--- src/rtl/sllm_pkg.sv ---
// shared types and constants for the static linked list manager
package sllm_pkg;

    // field widths of the request and response words
    localparam int OP_W   = 2;
    localparam int POS_W  = 6;
    localparam int VAL_W  = 8;
    localparam int STAT_W = 2;
    localparam int LEN_W  = 6;

    // request kinds
    typedef enum logic [OP_W-1:0] {
        OP_INSERT = 2'd0,
        OP_DELETE = 2'd1,
        OP_LENGTH = 2'd2
    } opcode_t;

    // response codes
    typedef enum logic [STAT_W-1:0] {
        STAT_OK    = 2'd0,
        STAT_RANGE = 2'd1,
        STAT_FULL  = 2'd2
    } status_t;

    // sequencer states
    typedef enum logic [3:0] {
        S_CLEAR,
        S_IDLE,
        S_INS_FREE,
        S_INS_POP,
        S_WALK,
        S_WALK_RD,
        S_LINK,
        S_INS_SPLICE,
        S_DEL_UNLINK,
        S_DEL_FREE,
        S_DEL_PUSH,
        S_DONE
    } fsm_state_t;

endpackage

--- src/rtl/static_linked_list_manager.sv ---
// Cursor-linked list in a fixed slot array. Slot 0 heads the free chain and slot SLOTS-1 heads
// the data list, so up to SLOTS-2 bytes are held. Each request word carries an opcode in tuser
// (insert before, delete at, or report length) and a 1-based position and data byte in tdata;
// each gets exactly one response word with a status in tuser and the element count in tdata.
// After reset a clearing pass rebuilds the free chain in the link memory, one slot per cycle;
// no request is taken until it is done. All links live in one synchronous memory with a
// registered read. Each hop of the walk to the predecessor issues a read in S_WALK and takes
// the successor in S_WALK_RD. A response that cannot be handed over holds the sequencer in
// S_DONE until the output register is free. The next request is accepted as soon as the
// sequencer is idle, even while the previous response still waits in the output register.
module static_linked_list_manager #(
    parameter int SLOTS = 64
) (
    input  logic                         clk,
    input  logic                         rst_n,
    // request: tuser[1:0] opcode
    input  logic                         s_axis_tvalid,
    output logic                         s_axis_tready,
    input  logic [sllm_pkg::OP_W-1:0]    s_axis_tuser,
    // request: tdata[5:0] position, tdata[13:6] value, tdata[15:14] zero
    input  logic [15:0]                  s_axis_tdata,
    // response: tuser[1:0] status
    output logic                         m_axis_tvalid,
    input  logic                         m_axis_tready,
    output logic [sllm_pkg::STAT_W-1:0]  m_axis_tuser,
    // response: tdata[5:0] length, tdata[7:6] zero
    output logic [7:0]                   m_axis_tdata
);
    import sllm_pkg::*;

    localparam int AW = $clog2(SLOTS);
    localparam int EW = ((AW > POS_W) ? AW : POS_W) + 1;
    localparam logic [AW-1:0] HEAD_IDX = AW'(SLOTS - 1);
    localparam logic [AW-1:0] LAST_FREE = AW'(SLOTS - 2);
    localparam logic [AW-1:0] FREE_IDX = '0;

    // link and data memories
    logic [AW-1:0]    link_mem [SLOTS];
    logic [VAL_W-1:0] data_mem [SLOTS];
    logic [AW-1:0]    rd_data_reg;

    // memory port controls
    logic             lk_rd;
    logic [AW-1:0]    lk_raddr;
    logic             lk_we;
    logic [AW-1:0]    lk_waddr;
    logic [AW-1:0]    lk_wdata;
    logic             dt_we;

    // sequencer registers
    fsm_state_t       state_reg, state_next;
    opcode_t          op_reg, op_next;
    logic [POS_W-1:0] pos_reg, pos_next;
    logic [VAL_W-1:0] val_reg, val_next;
    logic [AW-1:0]    j_reg, j_next;
    logic [AW-1:0]    k_reg, k_next;
    logic [POS_W-1:0] n_reg, n_next;
    logic [AW-1:0]    cnt_reg, cnt_next;
    logic [AW-1:0]    clr_reg, clr_next;
    status_t          stat_reg, stat_next;

    // output register
    logic             m_valid_reg;
    status_t          m_status_reg;
    logic [LEN_W-1:0] m_len_reg;
    logic             out_load;

    // request fields
    opcode_t          in_op;
    logic [POS_W-1:0] in_pos;
    logic [VAL_W-1:0] in_val;
    logic [EW-1:0]    pos_ext;
    logic [EW-1:0]    cnt_ext;
    logic             ins_bad;
    logic             del_bad;

    assign in_op   = opcode_t'(s_axis_tuser);
    assign in_pos  = s_axis_tdata[POS_W-1:0];
    assign in_val  = s_axis_tdata[POS_W+VAL_W-1:POS_W];
    assign pos_ext = EW'(in_pos);
    assign cnt_ext = EW'(cnt_reg);
    assign ins_bad = (in_pos == '0) || (pos_ext > cnt_ext + EW'(1));
    assign del_bad = (in_pos == '0) || (pos_ext > cnt_ext);

    assign s_axis_tready = (state_reg == S_IDLE);
    assign m_axis_tvalid = m_valid_reg;
    assign m_axis_tuser  = m_status_reg;
    assign m_axis_tdata  = {{(8 - LEN_W){1'b0}}, m_len_reg};

    // link memory: one write and one registered read per cycle
    always_ff @(posedge clk)
    begin
        if (lk_we)
        begin
            link_mem[lk_waddr] <= lk_wdata;
        end
        if (lk_rd)
        begin
            rd_data_reg <= link_mem[lk_raddr];
        end
    end

    // data memory, written on each insert that takes a free slot
    always_ff @(posedge clk)
    begin
        if (dt_we)
        begin
            data_mem[j_reg] <= val_reg;
        end
    end

    // state registers
    always_ff @(posedge clk or negedge rst_n)
    begin
        if (!rst_n)
        begin
            state_reg <= S_CLEAR;
            cnt_reg   <= '0;
            clr_reg   <= '0;
        end
        else
        begin
            state_reg <= state_next;
            cnt_reg   <= cnt_next;
            clr_reg   <= clr_next;
        end
    end

    // request payload and walk registers
    always_ff @(posedge clk)
    begin
        op_reg   <= op_next;
        pos_reg  <= pos_next;
        val_reg  <= val_next;
        j_reg    <= j_next;
        k_reg    <= k_next;
        n_reg    <= n_next;
        stat_reg <= stat_next;
    end

    // response register
    always_ff @(posedge clk or negedge rst_n)
    begin
        if (!rst_n)
        begin
            m_valid_reg <= 1'b0;
        end
        else if (out_load)
        begin
            m_valid_reg <= 1'b1;
        end
        else if (m_axis_tready)
        begin
            m_valid_reg <= 1'b0;
        end
    end

    always_ff @(posedge clk)
    begin
        if (out_load)
        begin
            m_status_reg <= stat_reg;
            m_len_reg    <= LEN_W'(cnt_reg);
        end
    end

    // sequencer: next state and memory accesses
    always_comb
    begin
        state_next = state_reg;
        op_next    = op_reg;
        pos_next   = pos_reg;
        val_next   = val_reg;
        j_next     = j_reg;
        k_next     = k_reg;
        n_next     = n_reg;
        cnt_next   = cnt_reg;
        clr_next   = clr_reg;
        stat_next  = stat_reg;
        lk_rd      = 1'b0;
        lk_raddr   = k_reg;
        lk_we      = 1'b0;
        lk_waddr   = k_reg;
        lk_wdata   = j_reg;
        dt_we      = 1'b0;
        out_load   = 1'b0;

        case (state_reg)
            // rebuild free chain: i to i+1, last free slot and list head to 0
            S_CLEAR:
            begin
                lk_we    = 1'b1;
                lk_waddr = clr_reg;
                lk_wdata = (clr_reg < LAST_FREE) ? clr_reg + AW'(1) : '0;
                clr_next = clr_reg + AW'(1);
                if (clr_reg == HEAD_IDX)
                begin
                    state_next = S_IDLE;
                end
            end

            // take a request and check its position
            S_IDLE:
            begin
                if (s_axis_tvalid)
                begin
                    op_next   = in_op;
                    pos_next  = in_pos;
                    val_next  = in_val;
                    k_next    = HEAD_IDX;
                    n_next    = POS_W'(1);
                    stat_next = STAT_OK;
                    case (in_op)
                        OP_INSERT:
                        begin
                            if (ins_bad)
                            begin
                                stat_next  = STAT_RANGE;
                                state_next = S_DONE;
                            end
                            else
                            begin
                                lk_rd      = 1'b1;
                                lk_raddr   = FREE_IDX;
                                state_next = S_INS_FREE;
                            end
                        end
                        OP_DELETE:
                        begin
                            if (del_bad)
                            begin
                                stat_next  = STAT_RANGE;
                                state_next = S_DONE;
                            end
                            else
                            begin
                                state_next = S_WALK;
                            end
                        end
                        default:
                        begin
                            state_next = S_DONE;
                        end
                    endcase
                end
            end

            // first free slot arrives
            S_INS_FREE:
            begin
                j_next = rd_data_reg;
                if (rd_data_reg == '0)
                begin
                    stat_next  = STAT_FULL;
                    state_next = S_DONE;
                end
                else
                begin
                    lk_rd      = 1'b1;
                    lk_raddr   = rd_data_reg;
                    state_next = S_INS_POP;
                end
            end

            // pop the slot off the free chain and store the byte
            S_INS_POP:
            begin
                lk_we      = 1'b1;
                lk_waddr   = FREE_IDX;
                lk_wdata   = rd_data_reg;
                dt_we      = 1'b1;
                state_next = S_WALK;
            end

            // hop along the data list until the predecessor is reached
            S_WALK:
            begin
                lk_rd    = 1'b1;
                lk_raddr = k_reg;
                if (n_reg < pos_reg)
                begin
                    n_next     = n_reg + POS_W'(1);
                    state_next = S_WALK_RD;
                end
                else
                begin
                    state_next = S_LINK;
                end
            end

            S_WALK_RD:
            begin
                k_next     = rd_data_reg;
                state_next = S_WALK;
            end

            // successor of the predecessor is in the read register
            S_LINK:
            begin
                if (op_reg == OP_INSERT)
                begin
                    lk_we      = 1'b1;
                    lk_waddr   = j_reg;
                    lk_wdata   = rd_data_reg;
                    state_next = S_INS_SPLICE;
                end
                else
                begin
                    j_next     = rd_data_reg;
                    lk_rd      = 1'b1;
                    lk_raddr   = rd_data_reg;
                    state_next = S_DEL_UNLINK;
                end
            end

            S_INS_SPLICE:
            begin
                lk_we      = 1'b1;
                lk_waddr   = k_reg;
                lk_wdata   = j_reg;
                cnt_next   = cnt_reg + AW'(1);
                state_next = S_DONE;
            end

            // bypass the removed slot and fetch the free head
            S_DEL_UNLINK:
            begin
                lk_we      = 1'b1;
                lk_waddr   = k_reg;
                lk_wdata   = rd_data_reg;
                lk_rd      = 1'b1;
                lk_raddr   = FREE_IDX;
                state_next = S_DEL_FREE;
            end

            S_DEL_FREE:
            begin
                lk_we      = 1'b1;
                lk_waddr   = j_reg;
                lk_wdata   = rd_data_reg;
                state_next = S_DEL_PUSH;
            end

            // removed slot becomes the free head
            S_DEL_PUSH:
            begin
                lk_we      = 1'b1;
                lk_waddr   = FREE_IDX;
                lk_wdata   = j_reg;
                cnt_next   = cnt_reg - AW'(1);
                state_next = S_DONE;
            end

            // hand the response to the output register once it is free
            S_DONE:
            begin
                if (!m_valid_reg || m_axis_tready)
                begin
                    out_load   = 1'b1;
                    state_next = S_IDLE;
                end
            end

            default:
            begin
                state_next = S_IDLE;
            end
        endcase
    end

`ifndef SYNTHESIS
    // element count never exceeds the usable slots
    a_cnt_max: assert property (@(posedge clk) disable iff (!rst_n)
        cnt_reg <= LAST_FREE)
        else $error("element count above capacity");

    // no response while the free chain is still being built
    a_clear_quiet: assert property (@(posedge clk) disable iff (!rst_n)
        state_reg == S_CLEAR |-> !m_valid_reg)
        else $error("response during clearing pass");

    // the walk never passes the requested position
    a_walk_bound: assert property (@(posedge clk) disable iff (!rst_n)
        state_reg == S_WALK |-> n_reg <= pos_reg && pos_reg != '0)
        else $error("walk counter beyond position");

    // the predecessor is never the free chain head
    a_pred_slot: assert property (@(posedge clk) disable iff (!rst_n)
        state_reg == S_LINK |-> k_reg != FREE_IDX)
        else $error("predecessor is the free head");

    // a delete shrinks the list by exactly one
    a_del_count: assert property (@(posedge clk) disable iff (!rst_n)
        state_reg == S_DEL_PUSH |=> cnt_reg == $past(cnt_reg) - AW'(1))
        else $error("delete did not decrement count");
`endif

endmodule

--- config.mk ---
export PLATFORM = sky130hd
export DESIGN_NAME = static_linked_list_manager
export DESIGN_NICKNAME = d
export VERILOG_FILES = /design/src/rtl/sllm_pkg.sv /design/src/rtl/static_linked_list_manager.sv
export SDC_FILE = /design/constraint.sdc
export NUM_CORES = 1
export LEC_CHECK = 0
export BUFFER_PORTS_ARGS = -buffer_cell sky130_fd_sc_hd__buf_2
export CORE_ASPECT_RATIO = 1.75
export CORE_UTILIZATION = 40
export CTS_CLUSTER_SIZE = 30
export DETAILED_ROUTE_END_ITERATION = 7
export GPL_ROUTABILITY_DRIVEN = 0
export SLEW_MARGIN = 0
export SYNTH_ARGS = -nofsm -noshare
export SYNTH_HDL_FRONTEND = slang
export SYNTH_SLANG_ARGS = --single-unit
export TNS_END_PERCENT = 50
--- constraint.sdc ---
create_clock -name clk -period 13 [get_ports clk]
set_input_delay 0.65 -clock clk [delete_from_list [all_inputs] [get_ports clk]]
set_output_delay 0.65 -clock clk [all_outputs]
set_load 0.01 [all_outputs]
### Word-level counts from Yosys, hierarchy flattened

Memory sizes are Yosys's and may differ from the RTL's. A register that Yosys moved wholly into a read port is not among the register bits.
Cells that the tools add are included.

* $add $sub $neg: 5
* magnitude comparators: 4
* equality and inequality tests: 19
* multiplexer cells: 49
* reductions and logical operators: 27

Operator list (count)
* $mux W6: 12
* $pmux W6 S2: 4
* $pmux W6 S4: 2
* $pmux W4 S10: 1
* $mux W4: 7
* $add A6 B1 Y6 const B: 3
* $pmux W6 S3: 1
* $eq A4 B3 Y1 const B: 4
* $eq A4 B4 Y1 const B: 4
* $mux W1: 14
* $logic_not A6 Y1: 2
* $ne A2 B2 Y1 const B: 6
* $reduce_bool A2 Y1: 6
* $reduce_and A3 Y1: 3
* $eq A4 B2 Y1 const B: 2
* $pmux W4 S2: 1
* $reduce_or A2 Y1: 4
* $add A6 B1 Y7 const B: 1
* $gt A6 B7 Y1: 1
* $eq A6 B6 Y1 const B: 1
* $gt A6 B6 Y1: 1
* $lt A6 B6 Y1: 1
* $lt A6 B6 Y1 const B: 1
* $mux W2: 3
* other kinds (13): 19

* register bits: 53
* memory bits (writable): 384
* bits of input ports: 22
* output and inout bits: 12
* memories kept: 1

Memories
* link_mem: depth 64, bits a word 6, read ports 1, clocked after Yosys merged registers in 1, write ports 1, RTL line static_linked_list_manager.sv:38 `logic [AW-1:0] link_mem [SLOTS];`

### Depth between registers and ports, before layout

* depth after elaboration: 7
* depth in mapped cells: 17
* gate-level depth less buffers: 14

### Least setup slack after synthesis

OpenSTA, ideal clock, no wires.

* path kind: reg2reg
* start point: register state_reg[0]
* end point: memory link_mem[0][4] (netlist name), data pin
* data arrival time: 4.242 ns
* setup slack: 8.056 ns
* cell stages (with the launch flop): 6
* cells stage by stage: dfrtp_1 -> clkbuf_1 -> nor4_1 -> clkbuf_1 -> nand2_1 -> o21ai_0

* cells in the longest elaborated chain, start to end: 3
* elaborated cells between the ends (all ways): 7

RTL lines
* start: declaration: RTL line static_linked_list_manager.sv:51 `fsm_state_t state_reg, state_next;`
* start signal: assignment: RTL line static_linked_list_manager.sv:123 `state_reg <= state_next;`
* $eq A4 B4 Y1 / $eq A4 B2 Y1 (equally long branches): RTL line static_linked_list_manager.sv:188 `case (state_reg)`
* $reduce_or A3 Y1 (no source line)
* $pmux W6 S3 (*): RTL line static_linked_list_manager.sv:188
* net lk_wdata[4]: RTL line static_linked_list_manager.sv:47 `logic [AW-1:0] lk_wdata;`
* end: declaration: RTL line static_linked_list_manager.sv:38

The timed path passes the listed nets; every way through them passes the cells marked *.

### Worst setup path in the final report

* start point: register state_reg[2]
* end point: register rd_data_reg[1], read port of link_mem, data pin

* cells in the longest elaborated chain, start to end: 3
* elaborated cells between the ends (all ways): 8

RTL lines
* $eq A4 B3 Y1 / $eq A4 B4 Y1 (equally long branches): RTL line static_linked_list_manager.sv:188
* $reduce_or A2 Y1 (no source line)
* $pmux W1 S4: RTL line static_linked_list_manager.sv:188
* end: declaration: RTL line static_linked_list_manager.sv:40 `logic [AW-1:0] rd_data_reg;`

Parallel ways exist; a longest one is shown, timed or not.
A chain may end at the register's enable or synchronous reset.

==> results.sh <==
export IMPL_yosysSeqAreaShare_pct=69.5
export IMPL_root_buffer="clkbuf_16"
export IMPL_cts_buffers=40
export IMPL_diodes=0
export IMPL_clockBufferDepth=3
export IMPL_cts_tree="done"
export IMPL_clkLatencyLatePin_ns=0.56
export IMPL_synth_async_reset_ratio_pct=3.84
export IMPL_crit_chain="nor3b_1 -> nand2_1 -> o21ai_2 -> a22oi_4 -> nand2_8 -> buf_4 -> buf_4 -> mux2i_1 -> a221oi_1 -> o41ai_1 -> nand4_1"
export IMPL_regMostFlops="link_mem"
export IMPL_rr_worst_depth=11
export IMPL_grt_total_usage_pct=19.4
export IMPL_die_w_um=167
export IMPL_dr_total_vias=11418
export IMPL_setup_viol=0
export IMPL_syn_avg_cell_area_sq_um=13.8
export IMPL_cpPeakStageDelay_ns=0.98
export IMPL_fin_setup_tns_ns=0
export IMPL_crit_path_end_kind="flip-flop"
export IMPL_total_power_mw=2.71
export IMPL_layout_nets=1435
export IMPL_arrival_ns=6.41
export IMPL_drt_first_iter_violations=855
export IMPL_dieArea_sq_um=48500
export IMPL_min_path_type="in2async"
export IMPL_slowest_stage="o41ai_1"
export IMPL_io_buffers=21
export IMPL_dp_hpwl_um=29900
export IMPL_ir_worst_vdd_uv=84.3
export IMPL_final_core_util_pct=44.5
export IMPL_synth_cells=1382
export IMPL_required_ns=13.23
export IMPL_period_share_pct=47.5
export IMPL_fmax_ghz=0.162
export IMPL_yosys_warnings=0
export IMPL_relSlewSlack_pct=24.8
export IMPL_wl_um=46500
export IMPL_grt_max_degree=81
export IMPL_p_leak_nw=7.26
export IMPL_worst_slew_pin_slew_ns=1.11
export IMPL_start_kind="flip-flop"
export IMPL_crit_path_max_fanout=79
export IMPL_layout_common_cells="426 x edfxtp_1, 207 x nand2_1, 111 x a21oi_1"
export IMPL_rows=105
export IMPL_finalMaxSlewViolations=0
export IMPL_clock_sinks=443
export IMPL_worstSetupPathType="reg2reg"
export IMPL_antenna_found_initial=0
export IMPL_layout_commonest_cell="edfxtp_1"
export IMPL_timing_critical_path_mode_cell="buf_4"
export IMPL_skew_ns=0.0311
export IMPL_wl_per_cell_um=23.2
export IMPL_viasPerCell=5.69
export IMPL_cts_hold_buffers=0
export IMPL_drc=0
export IMPL_cts_resized=0
export IMPL_synth_seq_cells=443
export IMPL_grt_setup_unrepaired="false"
export IMPL_synthToLayoutAreaGrowth_pct=9.81
export IMPL_cap_violations=0
export IMPL_ant_nets=0
export IMPL_post_cts_buffers=0
export IMPL_synth_edf_count=426
export IMPL_hold_viol=0
export IMPL_powerDensity_nw_per_um2=130
export IMPL_coreArea_sq_um=46900
export IMPL_status="completed"
export IMPL_layout_min_cycle_time_ns=6.18
export IMPL_synth_cell_types=70
export IMPL_worstSetupStartpoint="state_reg[2]$_DFFE_PN0P_"
export IMPL_syn_area_sq_um=19000
export IMPL_drive_above_1_share_pct=9.51
export IMPL_rr_startpoint="state_reg[2]$_DFFE_PN0P_"
export IMPL_die_y_um=290
export IMPL_initial_core_util_pct=40.6
export IMPL_top_level_ports=34
export IMPL_grt_pass1_vias=11727
export IMPL_path_clk_slew_ns=0.07
export IMPL_first_pass_iters=7
export IMPL_largest_register_ffs=384
export IMPL_synthFlopType="edfxtp_1"
export IMPL_grt_pass1_wl_um=70600
export IMPL_grt_overflow_total=0
export IMPL_h_tree_depth=2
[final cells by class]
class | instances | area, sq um
Inverter | 22 | 82.6
Fill cell | 4162 | 26000
Sequential cell | 443 | 13200
Tap cell | 588 | 736
Clock buffer | 51 | 1040
Multi-Input combinational cell | 838 | 5330
Timing Repair Buffer | 43 | 270
Clock inverter | 22 | 210
[worst paths after layout]
kind,to,slack [ns]
setup / recovery,rd_data_reg[1]$_DFFE_PP_,6.82
hold / removal,clr_reg[5]$_DFFE_PN0P_,0.03
setup reg to reg,rd_data_reg[1]$_DFFE_PP_,6.82
hold reg to reg,m_axis_tuser[1]$_DFFE_PP_,0.43
max in group asynchronous,cnt_reg[0]$_DFFE_PN0P_,12.67
min in group clk,pos_reg[0]$_DFFE_PP_,0.34
[synth_stat cells, types with 15 or more instances]
master	number	area, sq um
clkbuf_1	21	78.8
o21ai_0	16	80.1
nor2_1	92	345
a21oi_1	111	556
dfrtp_1	17	425
a21o_1	15	113
xnor2_1	16	140
a221oi_1	73	639
nand2_1	208	781
mux2i_1	77	771
nand3_1	26	130
buf_2	34	170
edfxtp_1	426	12800
inv_1	22	82.6
ha_1	24	300
[per-stage QoR]
step                cells  hold slack, ns  instance area (sq um)  worst slack, ns
floorplan            1383           0.354                  19000             8.06
detailed placement   1934           0.406                  19600             6.93
global route         2007          0.0594                  20900             6.63
finish               2007          0.0291                  20900             6.82
CTS                  2007          0.0359                  20900             6.87
global placement     1934           0.403                  19600             6.93
[per-layer routing]
metal	global-route usage [%]	wire, um	vias to the layer above
li1	-	-	5306
met1	20.9	16500	5633
met2	36.6	25300	349
met3	2.06	2010	130
met4	10.7	2690	0
met5	0	0	-
[kinds of logic (layout without fill, tap and decap cells)]
kind of cell / count (synthesis) / in the layout / share of synthesized area, %
buffers and inverters: 102 / 138 / 2.95
multiplexers: 79 / 79 / 4.17
flip-flops: 443 / 443 / 69.5
adder cells (fa/ha/maj): 25 / 25 / 1.68
AND/OR/NAND/NOR: 403 / 403 / 9.27
XOR/XNOR: 22 / 22 / 1.01
other: 1 / 2 / 0.0197
AO/OA/AOI/OAI: 307 / 307 / 11.4
[critical path, delay by kind of cell (launching register included)]
kind / cells / cell delay [ns]
simple gates: 4 / 1.69
flops: 1 / 0.78
compound gates: 4 / 1.48
mux: 1 / 0.31
buf+inv: 2 / 1.49
[power breakdown]
part	leakage, nW	internal [mW]	switching (mW)
Combinational	2.70	0.00468	0.00668
Sequential	3.95	1.54	0.00000000000000000697
Clock	0.614	0.634	0.521
No activity file was read; power rests on OpenSTA's default activity.
